### src/ple_pkg.sv
package ple_pkg;

	localparam int POS_W        = 7;
	localparam int DATA_W       = 32;
	localparam int COUNT_W      = 7;
	localparam int CAPACITY_DEF = 64;
	localparam int RADIX_LG     = 3;
	localparam int RADIX        = 1 << RADIX_LG;

	typedef enum logic [1:0] {
		ACT_INSERT = 2'd0,
		ACT_REMOVE = 2'd1,
		ACT_GET    = 2'd2,
		ACT_SET    = 2'd3
	} action_t;

	typedef struct packed {
		logic upd;
		logic ins;
		logic rem;
		logic wr;
		logic rd;
	} cell_cmd_t;

	function automatic int tree_nodes(int cap, int lvl);
		int n;
		n = cap;
		for (int k = 0; k < lvl; k++) begin
			n = (n + RADIX - 1) >> RADIX_LG;
		end
		return n;
	endfunction

	function automatic int tree_levels(int cap);
		int t;
		t = 1;
		while (tree_nodes(cap, t) > 1) begin
			t++;
		end
		return t;
	endfunction

	function automatic int tree_offset(int cap, int lvl);
		int s;
		s = 0;
		for (int m = 1; m < lvl; m++) begin
			s += tree_nodes(cap, m);
		end
		return s;
	endfunction

	function automatic int tree_total(int cap);
		return tree_offset(cap, tree_levels(cap) + 1);
	endfunction

endpackage

### src/ple_cell.sv
module ple_cell import ple_pkg::*; #(
	parameter int CMP_W = 8,
	parameter int INDEX = 0
) (
	input  logic              clk,
	input  cell_cmd_t         cmd,
	input  logic [CMP_W-1:0]  idx,
	input  logic [DATA_W-1:0] value,
	input  logic [DATA_W-1:0] left,
	input  logic [DATA_W-1:0] right,
	output logic [DATA_W-1:0] data,
	output logic [DATA_W-1:0] hit
);

	localparam logic [CMP_W-1:0] HERE = CMP_W'(INDEX);

	logic [DATA_W-1:0] data_q;
	logic              at_w;
	logic              past_w;

	assign at_w   = (idx == HERE);
	assign past_w = (HERE > idx);

	always_ff @(posedge clk) begin
		if (cmd.upd) begin
			if (cmd.ins && past_w) begin
				data_q <= left;
			end else if ((cmd.ins || cmd.wr) && at_w) begin
				data_q <= value;
			end else if (cmd.rem && (at_w || past_w)) begin
				data_q <= right;
			end
		end
	end

	assign data = data_q;
	assign hit  = (cmd.rd && at_w) ? data_q : '0;

endmodule

### config.mk
export PLATFORM = sky130hd
export DESIGN_NAME = ple_cell
export DESIGN_NICKNAME = d
export VERILOG_FILES = /design/src/ple_pkg.sv /design/src/ple_cell.sv
export SDC_FILE = /design/constraint.sdc
export NUM_CORES = 1
export LEC_CHECK = 0
export BUFFER_PORTS_ARGS = -buffer_cell sky130_fd_sc_hd__buf_2
export CORE_MARGIN = 3
export CORE_UTILIZATION = 36
export DETAILED_ROUTE_END_ITERATION = 8
export PLACE_DENSITY_LB_ADDON = 0.08
export SETUP_SLACK_MARGIN = 0.5
export SLEW_MARGIN = 20
export SYNTH_ARGS = -nofsm -noshare
export SYNTH_HDL_FRONTEND = slang
export SYNTH_SLANG_ARGS = --single-unit
### constraint.sdc
create_clock -name clk -period 3.97 [get_ports clk]
set_clock_uncertainty 0.2 [all_clocks]
set_input_delay 0 -clock clk [delete_from_list [all_inputs] [get_ports clk]]
set_output_delay 0 -clock clk [all_outputs]
set_load 0.05 [all_outputs]
=== After elaboration in Yosys (flattened, before gate mapping) ===
Cells that the tools add are included.

* Logic and storage cells: 15
* Flip-flop bits (word level): 32

* Mux-type cells: 4
* $lt $le $gt $ge: 1
* Reduce and logical (&&, ||, !) cells: 9

{| class="wikitable"
|+ Operator list
! operator !! number
|-
| $mux 32 || 4
|-
| $gt 1x8->1 const A || 1
|-
| $logic_not 8->1 || 1
|-
| $logic_and 1x1->1 || 4
|-
| $reduce_bool 3->1 || 1
|-
| $logic_or 1x1->1 || 2
|-
| $reduce_and 2->1 || 1
|}

=== Logic depth before layout (Yosys ltp) ===
Gate-level depths: netlist (run 1).

* Depth in word-level cells: 6
* Depth in mapped cells: 5

=== Worst setup path before layout (run 1) ===
No wires, ideal clock.

* Path kind: input to register
* Start: input port idx[3]
* End: register data_q[0] (netlist: data[0]) (enable)
* Required time: 3.309 ns
* Path slack: 0.484 ns
* Library setup time: 0.461 ns
* Arrival: 2.825 ns
* Stages on the path: 2
* Path through: or4_1 > nor3_1

* Word-level cells in the longest chain between the ends: 5

{| class="wikitable"
|+ RTL lines
! item !! RTL line !! source
|-
| from (decl) || ple_cell.sv:7 || <nowiki>input logic [CMP_W-1:0] idx,</nowiki>
|-
| $gt 1x8->1 / $logic_not 8->1 (equally long branches) || ple_cell.sv:22, ple_cell.sv:21 ||
|-
| $logic_or 1x1->1 || ple_cell.sv:30 || <nowiki>end else if (cmd.rem && (at_w || past_w)) begin</nowiki>
|-
| $logic_and 1x1->1 || ple_cell.sv:30 ||
|-
| $reduce_bool 3->1 (no source line) * || - ||
|-
| $reduce_and 2->1 (no source line) * || - ||
|-
| to (signal assigned) || ple_cell.sv:27 || <nowiki>data_q <= left;</nowiki>
|-
| to (signal assigned) || ple_cell.sv:29 || <nowiki>data_q <= value;</nowiki>
|-
| to (signal assigned) || ple_cell.sv:31 || <nowiki>data_q <= right;</nowiki>
|-
| to (decl) || ple_cell.sv:17 || <nowiki>logic [DATA_W-1:0] data_q;</nowiki>
|}

Mark *: on every way between the ends. The rest lies on a longest branch, timed or not.
A chain may end at the register's enable or synchronous reset.

=== Final worst setup path (run 1) ===
* Start: input port idx[3]
* End: register data_q[11] (netlist: data[11]), data pin

* Word-level cells in the longest chain between the ends: 4

{| class="wikitable"
|+ RTL lines
! item !! RTL line !! source
|-
| branches (longest 3 deep; another with $gt 1x8->1) || - ||
|-
| $mux 32 * || ple_cell.sv:26 || <nowiki>if (cmd.ins && past_w) begin</nowiki>
|}

Every way passes the cells marked *.

==> reports/metrics.yaml, run 1 <==
run:
  maxCapViolCount: 0
placed_design:
  dp_hpwl_um: 3220
  io_buffers: 141
  place_area_um2: 2500
  routabilityCongestion: 0.653
setup_path:
  cpMaxStageDelayCell: "or3_2"
  crit_family: "simple AND/OR/NAND/NOR gates"
  cp_cell_sequence: "buf_2 -> or4_1 -> or3_2 -> mux2_4 -> dlygate4sd3_1"
  max_stage_delay_ns: 0.90
  critPathKind: "in -> reg"
  endpoint_kind: "flip-flop"
  path_buf_inv: 2
  worstPathMaxFanout: 32
  cp_data_required_time_ns: 3.79
  worstPathArrival_ns: 2.63
  worst_setup_path_start_kind: "input port"
detailed_routing:
  drt-vias-per-instance: 4.35
  ant_nets: 0
  first_iter_violations: 54
  routed.top_layer: "met4"
  dr_wl_met3_um: 407
  wl_met1_um: 1810
  drc_errors: 0
  wl_per_cell_um: 13.0
  wl_met2_um: 2640
  routed-via-count: 1656
  dr.pass1.iters: 4
  wirelength_um: 4930
global_routing:
  antenna_found_initial: 0
  grt_pass1_vias: 1750
  gr-total-overflow: 0
  grt_pass1_wl_um: 7930
  grt_usage: 0.172
  grt_max_degree: 33
logic_synthesis:
  syn-num-nets: 221
  synth_edf_count: 32
  avgSynthCellArea_um2: 15.9
  yosysTopAreaCellShare: 0.544
  yosysWarnings: 0
  synth_flop_cell: "edfxtp_1"
  syn_area_um2: 1770
  synthDistinctLibCells: 14
  syn_inst: 111
  seq_area_frac_synth: 0.544
  yosysTopAreaCell: "edfxtp_1"
  yosys-top-cells-area: "edfxtp_1, mux2_4, and2_1"
  synthArstFlopShare: 0
  synth-seq-cells: 32
  synth_common_cells: "and2_1, edfxtp_1, mux2_4"
pwr:
  ir_drop_uv: 127
  power-per-cell-area_nw_per_um2: 221
  power_leakage_nw: 1.63
  seqPwrFrac: 0.525
  power.switching_w: 0.000133
  swShare: 0.188
  p_int_w: 0.000576
  p_clk_frac: 0.305
  combPwrFrac: 0.170
floorplanning:
  start_util: 0.390
  die-area_um2: 5780
  num_rows: 24
  die_w_um: 76.1
  boundaryPins: 174
  die_h_um: 76.1
  coreArea_um2: 4530
clock_network:
  htree_levels: 2
  clockBufferDepth: 2
  cts_tree: "yes"
  cts_resized: 0
  clockRootBuffer: "clkbuf_8"
  cts.clk_slew.worst_paths_ns: 0.06
  cts_made_buffers: 5
  clock_sinks: 32
finish:
  drive_gt1_frac: 0.582
  fin_nets: 428
  antenna_cells: 0
  design_area_um2: 3210
  largest_reg_flops: 32
  syn2layout_area_growth_pct: 81.9
status:
  outcome: "completed"
sta:
  relSlewSlack: 0.302
  setup_viol: 0
  rsz0062_at_grt: "false"
  hold_viol: 0
  clock.fmax_ghz: 0.356
  finalCritPeriodShare: 0.707
  min_period_ns: 2.81
  tightestPinTransition_ns: 1.05
  setup_tns_ns: 0
  maxSlewViolCount: 0
worst_hold_path:
  hp-class: "in -> reg"
routing by layer:
metal  vias up  track usage
li1        812            -
met1       746        0.176
met2        89        0.331
met3         9       0.0402
met4         0       0.0707
met5         -            0
per-stage QoR:
stage          setup slack (ns)  power (W)  hold WS [ns]  std cells   util
4_1_cts                    1.16   0.000719         0.241        381  0.709
3_5_place_dp               1.42   0.000451         0.104        312  0.552
3_3_place_gp               1.42   0.000448         0.100        312  0.552
6_report                   1.16   0.000709         0.242        381  0.709
2_1_floorplan              1.46   0.000410        0.0175        111      -
5_1_grt                    1.09   0.000738         0.266        381  0.709
cell type report:
| class | instances | area [µm²] |
|---|---|---|
| sequential | 32 | 961 |
| inverter | 1 | 3.75 |
| timing repair buffer | 207 | 1360 |
| tap | 65 | 81.3 |
| multi-input combinational | 71 | 737 |
| fill | 334 | 1320 |
| clock buffer | 5 | 68.8 |
placed cells by master, fill, tap and decap left out:
cell,synthesis,routed
and2_1,32,32
buf_2,0,141
buf_4,0,2
clkbuf_8,0,5
dlygate4sd3_1,0,64
edfxtp_1,32,32
inv_1,1,1
mux2_2,2,2
mux2_4,30,30
nor2_1,1,1
nor3_2,0,1
nor3_4,0,1
o31ai_1,1,1
or3_2,0,1
or4_1,1,1
or4_4,1,1
power groups by stage:
stage,Sequential (W),Clock [W],Combinational [W]
floorplan,0.000382,0,0.0000285
CTS,0.000373,0.000227,0.000119
detailed placement,0.000380,0,0.0000708
global route,0.000372,0.000235,0.000131
finish,0.000373,0.000216,0.000121
global placement,0.000380,0,0.0000682
what timing repair did:
action / in CTS / in global routing
buffers inserted: 0 / 0
hold buffers: 64 / 0
hold endpoints to repair: 32 / 0
endpoints found under the setup margin: 0 / 0
path summary, 6_finish.rpt:
path / from / end / slack [ns] / cells after the start
setup / recovery: idx[3] / data[11]$_DFFE_PP_ / 1.16 / 5
hold / removal: cmd[4] / data[28]$_DFFE_PP_ / 0.24 / 4
kinds of logic (layout without fill, tap and decap cells):
kind of cell | after synthesis | count (layout) | synth area share
multiplexers | 32 | 32 | 0.268
AND/OR/NAND/NOR | 38 | 38 | 0.135
buffers and inverters | 8 | 213 | 0.0489
flip-flops | 32 | 32 | 0.544
AO/OA/AOI/OAI | 1 | 1 | 0.00425
Note: power is estimated with default switching activity, not from simulation.
==> run 2: changes to the inputs <==
--- a/config.mk
+++ b/config.mk
@@ -5,9 +5,10 @@
 export SDC_FILE = /design/constraint.sdc
 export NUM_CORES = 1
 export LEC_CHECK = 0
+export ABC_AREA = 1
 export BUFFER_PORTS_ARGS = -buffer_cell sky130_fd_sc_hd__buf_2
 export CORE_MARGIN = 3
-export CORE_UTILIZATION = 36
+export CORE_UTILIZATION = 33
 export DETAILED_ROUTE_END_ITERATION = 8
 export PLACE_DENSITY_LB_ADDON = 0.08
 export SETUP_SLACK_MARGIN = 0.5
==> constraint.sdc (replaced) <==
create_clock -name clk -period 2.5 [get_ports clk]
set_clock_uncertainty 0.2 [all_clocks]
set_input_delay 0 -clock clk [delete_from_list [all_inputs] [get_ports clk]]
set_output_delay 0 -clock clk [all_outputs]
set_load 0.05 [all_outputs]
==> run 2 against run 1 <==
  * Non-clock buffer count is 1 higher
  * Global-route usage is 0.87 points higher
  * Critical path type unchanged
  * Sequential power is 59% higher
  * Sequential cell count stayed put
==> reports/metrics.yaml, run 2 <==
worst_hold_path:
  min_to: "data[18]$_DFFE_PP_"  # was data[28]$_DFFE_PP_
  hp-start: "idx[6]"  # was cmd[4]
  holdPathStages: 6  # was 4
  hp-class: "in -> reg"  # unchanged
logic_synthesis:
  synth_fa_ha_area_frac: 0  # unchanged
  synthMuxAreaShare: 0  # was 0.268
  synth_top_family_by_area: "simple AND/OR/NAND/NOR gates"  # was multiplexers
  syn_inst: 218  # was 111
  synth-xor-area-share: 0  # unchanged
  synth-seq-cells: 32  # unchanged
  yosysTopAreaCell: "edfxtp_1"  # unchanged
  synth_common_cells: "nand2_1, inv_1, edfxtp_1, nand3_1, nor2_1"  # was and2_1, edfxtp_1, mux2_4
  synthDistinctLibCells: 14  # unchanged
  yosys-top-cells-area: "edfxtp_1, nand2_1, nand3_1"  # was edfxtp_1, mux2_4, and2_1
  seq_area_frac_synth: 0.528  # was 0.544
  synthArstFlopShare: 0  # unchanged
  yosysMostFrequentCell: "nand2_1"
  yosysTopAreaCellShare: 0.528  # was 0.544
  yosysWarnings: 0  # unchanged
  syn-num-nets: 328  # was 221
  synth_compound_area_frac: 0  # was 0.00425
  syn_area_um2: 1820  # was 1770 µm²
  synth_edf_count: 32  # unchanged
  synth-simple-area-share: 0.346  # was 0.135
  synth_flop_cell: "edfxtp_1"  # unchanged
  avgSynthCellArea_um2: 8.35  # was 15.9 µm²
clock_network:
  clockRootBuffer: "clkbuf_8"  # unchanged
  clockBufferDepth: 2  # unchanged
  post_cts_buffers: 0  # unchanged
  clock_sinks: 32  # unchanged
  cts.clk_slew.worst_paths_ns: 0.06  # about the same
  htree_levels: 2  # unchanged
  cts_tree: "yes"  # unchanged
  cts_made_buffers: 5  # unchanged
sta:
  relSlewSlack: 0.684  # was 0.302
  rsz0062_at_grt: "false"  # unchanged
  finalCritPeriodShare: 0.711
  tightestPinTransition_ns: 0.473  # was 1.05 ns
  maxSlewViolCount: 0  # unchanged
  min_period_ns: 1.78
  clock.fmax_ghz: 0.563
  setup_tns_ns: 0  # unchanged
  hold_viol: 0  # unchanged
  setup_viol: 0  # unchanged
detailed_routing:
  dr.pass1.iters: 4  # unchanged
  routed.top_layer: "met4"  # unchanged
  drc_errors: 0  # unchanged
  ant_nets: 0  # unchanged
  drt-vias-per-instance: 4.37  # was 4.35
  dr_wl_met3_um: 514  # was 407 µm
  wirelength_um: 5670  # was 4930 µm
  wl_per_cell_um: 11.5  # was 13.0 µm
  first_iter_violations: 42  # was 54
  routed-via-count: 2149  # was 1656
  wl_met2_um: 2960  # was 2640 µm
  wl_met1_um: 2090  # was 1810 µm
placed_design:
  io_buffers: 141  # unchanged
  dp_hpwl_um: 3640  # was 3220 µm
  place_area_um2: 2550  # was 2500 µm²
  routabilityCongestion: 0.710  # was 0.653
pwr:
  p_clk_frac: 0.325  # was 0.305
  seqPwrFrac: 0.514  # was 0.525
  ir_drop_uv: 184  # was 127 µV
  power.switching_w: 0.000245  # was 0.000133 W
  swShare: 0.212  # was 0.188
  combPwrFrac: 0.162  # was 0.170
  power-per-cell-area_nw_per_um2: 351  # was 221 nW/µm²
  p_int_w: 0.000907  # was 0.000576 W
  power_leakage_nw: 1.80  # was 1.63 nW
run:
  maxCapViolCount: 0  # unchanged
floorplanning:
  die_w_um: 80.3  # was 76.1 µm
  coreArea_um2: 5200  # was 4530 µm²
  num_rows: 26  # was 24
  boundaryPins: 174  # unchanged
  start_util: 0.350  # was 0.390
  die_h_um: 80.3  # was 76.1 µm
  die-area_um2: 6440  # was 5780 µm²
setup_path:
  startpoint: "idx[7]"  # was idx[3]
  cp_data_required_time_ns: 2.33  # was 3.79 ns
  endpoint_kind: "flip-flop"  # unchanged
  worstPathMaxFanout: 32  # unchanged
  worstPathArrival_ns: 1.61  # was 2.63 ns
  worst_setup_path_start_kind: "input port"  # unchanged
  critPathKind: "in -> reg"  # unchanged
global_routing:
  grt_max_degree: 33  # unchanged
  grt_pass1_wl_um: 8900  # was 7930 µm
  grt_pass1_vias: 2028  # was 1750
  antenna_found_initial: 0  # unchanged
  grt_usage: 0.180  # was 0.172
  gr-total-overflow: 0  # unchanged
finish:
  syn2layout_area_growth_pct: 80.2  # was 81.9%
  largest_reg_flops: 32  # unchanged
  fin_nets: 531  # was 428
  drive_gt1_frac: 0.391  # was 0.582
  design_area_um2: 3280  # was 3210 µm²
  final_common_cell: "buf_2"  # unchanged
  final_cell_mix: "buf_2, nand2_1, dlygate4sd3_1"  # was buf_2, dlygate4sd3_1, and2_1, edfxtp_1, mux2_4
  n_fill_cell: 476  # was 334
  antenna_cells: 0  # unchanged
status:
  outcome: "completed"  # unchanged
## run 2: cell types whose count changed after synthesis, moves of 3 or more
| cell | change |
|---|---|
| mux2_4 | -30 |
| nor2_1 | +25 |
| buf_4 | +3 |
| buf_6 | +5 |
| buf_12 | -3 |
| nand2_1 | +66 |
| inv_1 | +33 |
| nand3_1 | +32 |
| nor2_2 | +10 |
| and2_1 | -32 |
## run 2: area by class of cell
type | instances | area [µm²] | share of cell area
Timing Repair Buffer | 208 | 1380 | 0.421
Sequential cell | 32 | 961 | 0.293
Multi-Input combinational cell | 140 | 643 | 0.196
Inverter | 34 | 128 | 0.0389
Tap cell | 70 | 87.6 | 0.0267
Clock buffer | 7 | 76.3 | 0.0233
Clock inverter | 1 | 3.75 | 0.00114
## run 2: what timing repair did
action / in CTS / in global routing
setup endpoints to repair: 0 / 26
hold buffers: 64 / 0
endpoints found under the hold margin: 32 / 0
gates resized for setup: 0 / 2
## run 2: worst max path at each step
stage,end,slack (ns),depth (start not counted)
CTS,data[15]$_DFFE_PP_,0.51,7
global route,data[14]$_DFFE_PP_,0.59,8
floorplan,data[0]$_DFFE_PP_,0.66,4
global placement,data[25]$_DFFE_PP_,0.63,6
detailed placement,data[15]$_DFFE_PP_,0.62,6
finish,data[19]$_DFFE_PP_,0.72,8
## run 2: power by group through the flow
stage | Combinational, W | Clock, W | Sequential, W
after global placement | 0.000103 | 0 | 0.000603
after CTS | 0.000183 | 0.000382 | 0.000592
final | 0.000186 | 0.000374 | 0.000592
after global routing | 0.000207 | 0.000404 | 0.000591
after detailed placement | 0.000106 | 0 | 0.000603
after floorplan | 0.0000366 | 0 | 0.000607
## run 2: worst max-delay path, stage by stage
cell and delay, ns:
buf_2 0.09, nor2_1 0.12, nand2_2 0.10, nor2_8 0.32, nand2_8 0.22, nand2_1 0.11, nand2_1 0.06, dlygate4sd3_1 0.56
## run 2: layer usage
metal / vias up / GRT usage
met3: 10 / 0.0527
met4: 0 / 0.0676
met5: - / 0
met1: 958 / 0.190
li1: 1080 / -
met2: 101 / 0.334
## run 2: through the flow
step | power (W) | hold slack [ns] | setup WS (ns) | instances | util
after floorplan | 0.000643 | -0.0214 | 0.657 | 218 | -
after global placement | 0.000706 | 0.0635 | 0.629 | 420 | 0.490
after detailed placement | 0.000709 | 0.0671 | 0.619 | 420 | 0.490
after CTS | 0.00116 | 0.110 | 0.513 | 492 | 0.628
after global routing | 0.00120 | 0.146 | 0.586 | 492 | 0.630
final | 0.00115 | 0.114 | 0.722 | 492 | 0.630
## run 2: cells by family (layout without fill, tap and decap cells)
logic type / count (synthesis) / after routing
flops: 32 / 32
simple gates: 140 / 140
buf+inv: 46 / 250
==> run 3: changes to the inputs <==
--- a/config.mk
+++ b/config.mk
@@ -5,7 +5,7 @@
 export SDC_FILE = /design/constraint.sdc
 export NUM_CORES = 1
 export LEC_CHECK = 0
-export ABC_AREA = 1
+export ABC_AREA = 0
 export BUFFER_PORTS_ARGS = -buffer_cell sky130_fd_sc_hd__buf_2
 export CORE_MARGIN = 3
 export CORE_UTILIZATION = 33
==> constraint.sdc (replaced) <==
create_clock -name clk -period 1.6 [get_ports clk]
set_clock_uncertainty 0.2 [all_clocks]
set_input_delay 0 -clock clk [delete_from_list [all_inputs] [get_ports clk]]
set_output_delay 0 -clock clk [all_outputs]
set_load 0.05 [all_outputs]
==> run 3 against run 2 <==
  * The run now ends with setup timing left
  * Sequential share of layout area decreased by 6.3 points
  * Cell count decreased by 17%
  * Count of clock-buffer cells in the layout decreased by 2
  * Critical path depth decreased by 3
  * Critical path type unchanged
  * Largest cell class unchanged
  * Largest power group unchanged
==> reports/metrics.yaml, run 3 (synthesis gave the netlist of run 1 again) <==
pwr:
  combPwrFrac: 0.161  # was 0.162
  power-per-cell-area_nw_per_um2: 481  # was 351 nW/µm²
  p_clk_frac: 0.380  # was 0.325
  p_total_w: 0.00201  # was 0.00115 W
  power.switching_w: 0.000393  # was 0.000245 W
  power_leakage_nw: 1.97  # was 1.80 nW
  seqPwrFrac: 0.460  # was 0.514
  ir_drop_uv: 429  # was 184 µV
  p_int_w: 0.00162  # was 0.000907 W
  swShare: 0.196  # was 0.212
detailed_routing:
  first_iter_violations: 46  # was 42
  drc_errors: 0  # unchanged
  dr.pass1.iters: 4  # unchanged
  routed-via-count: 1813  # was 2149
  wl_per_cell_um: 15.9  # was 11.5 µm
  drt-vias-per-instance: 4.42  # was 4.37
  ant_nets: 0  # unchanged
  wirelength_um: 6500  # was 5670 µm
global_routing:
  grt_max_degree: 20  # was 33
  antenna_found_initial: 0  # unchanged
  use_met2: 0.387  # was 0.334
  gr-total-overflow: 0  # unchanged
  grtUsageMet3: 0.0397  # was 0.0527
  grt_usage: 0.189  # was 0.180
  grt_pass1_vias: 1887  # was 2028
  grtUsageMet1: 0.185  # was 0.190
  grt_pass1_wl_um: 8960  # was 8900 µm
  grt_busiest_layer: "met2"  # unchanged
floorplanning:
  start_util: 0.344  # was 0.350
  coreArea_um2: 5140  # was 5200 µm²
  die-area_um2: 6270  # was 6440 µm²
  num_rows: 26  # unchanged
  die_w_um: 79.2  # was 80.3 µm
  die_h_um: 79.2  # was 80.3 µm
  boundaryPins: 174  # unchanged
sta:
  finalCritPeriodShare: 1.08
  clock.fmax_ghz: 0.578
  hold_viol: 0  # unchanged
  setup_viol: 70  # was 0
  layout_setup_ws_ns: -0.131  # was 0.722 ns
  min_period_ns: 1.73
  setup_tns_ns: -6.84  # was 0 ns
  relSlewSlack: 0.703  # was 0.684
  tightestPinTransition_ns: 0.442  # was 0.473 ns
  rsz0062_at_grt: "true"  # was false
  maxSlewViolCount: 0  # unchanged
setup_path:
  cpMaxStageDelayCell: "or4_4"  # was dlygate4sd3_1
  cp_cell_sequence: "buf_6 -> or4_4 -> or3_4 -> buf_12 -> mux2_4"  # was buf_2 -> nor2_1 -> nand2_2 -> nor2_8 -> nand2_8 -> nand2_1 -> nand2_1 -> dlygate4sd3_1
  crit_family: "simple AND/OR/NAND/NOR gates"  # unchanged
  path_buf_inv: 2  # unchanged
  max_stage_delay_ns: 0.54  # was 0.56 ns
  worstPathArrival_ns: 1.57  # was 1.61 ns
  worst_setup_path_start_kind: "input port"  # unchanged
  critPathKind: "in -> reg"  # unchanged
  worstPathMaxFanout: 13  # was 32
  endpoint_kind: "flip-flop"  # unchanged
  cp_data_required_time_ns: 1.44  # was 2.33 ns
finish:
  largest_reg_flops: 32  # unchanged
  final_cell_mix: "buf_2, dlygate4sd3_1, buf_6"  # was buf_2, nand2_1, dlygate4sd3_1
  multi_input_area_um2: 830  # was 643 µm²
  seq_area_um2: 961  # unchanged
  syn2layout_area_growth_pct: 137  # was 80.2%
  fin_nets: 449  # was 531
  n_fill_cell: 305  # was 476
  drive_gt1_frac: 0.703  # was 0.391
  final_common_cell: "buf_2"  # unchanged
  antenna_cells: 0  # unchanged
run:
  maxCapViolCount: 0  # unchanged
clock_network:
  clock_sinks: 32  # unchanged
  htree_levels: 2  # unchanged
  clockRootBuffer: "clkbuf_8"  # unchanged
  cts_tree: "yes"  # unchanged
  cts.clk_slew.worst_paths_ns: 0.07  # was 0.06 ns
  cts_made_buffers: 5  # unchanged
  clockBufferDepth: 2  # unchanged
status:
  outcome: "finished with violations"  # was completed
  violations: "setup timing"
placed_design:
  routabilityCongestion: 0.644  # was 0.710
  io_buffers: 141  # unchanged
worst_hold_path:
  hp-class: "in -> reg"  # unchanged
==> run 3: cell types whose count changed in the layout (fill, tap and decap cells not counted), sizes merged, moves of 2 or more <==
cell / change
nand2: -69
nor2: -36
mux2: +32
inv: -33
or4: +2
and2: +32
nand3: -32
buf: +18
nor3: +2
==> run 3: timing repair <==
item | in CTS | in global routing
pin swaps | 23 | 13
gates resized for setup | 148 | 58
gates cloned | 3 | 3
endpoints found under the setup margin | 111 | 126
buffers inserted | 5 | 2
hold endpoints to repair | 32 | 0
hold buffers | 64 | 0
==> run 3: layout make-up <==
class,count,area share
repair buffers,228,0.524
flip-flops and latches,32,0.230
multi-input cells,71,0.198
well taps,70,0.0210
clock buffers,5,0.0165
clock inverters,3,0.00898
inverters,1,0.000898
==> run 3: routing by layer <==
metal / vias up / share of wire
li1: 857 / -
met1: 872 / 0.33
met2: 77 / 0.60
met3: 7 / 0.057
met4: 0 / 0.0083
met5: - / 0
==> run 3: path summary, 6_finish.rpt <==
| path | cells past startpoint | to | from | slack (ns) |
|---|---|---|---|---|
| max | 5 | data[16]$_DFFE_PP_ | idx[4] | -0.13 |
| min | 4 | data[4]$_DFFE_PP_ | cmd[4] | 0.1 |
==> run 3: per-stage QoR <==
stage                     hold WS (ns)  worst slack (ns)  cells  instance area [µm²]   util
after floorplan                 0.0175            -0.419    111                 1850      -
after detailed placement         0.103            -0.524    325                 2660  0.518
after global routing             0.110            -0.155    410                 4180  0.813
after CTS                       0.0924            -0.105    405                 3960  0.771
after global placement           0.100            -0.509    325                 2660  0.518
final                           0.0953            -0.131    410                 4180  0.813
==> run 3: power by group through the flow <==
stage	Sequential (W)	Clock [W]	Combinational (W)
4_1_cts	0.000924	0.000766	0.000311
6_report	0.000924	0.000763	0.000323
3_3_place_gp	0.000942	0	0.000174
3_5_place_dp	0.000942	0	0.000179
5_1_grt	0.000924	0.000813	0.000346
2_1_floorplan	0.000948	0	0.0000728
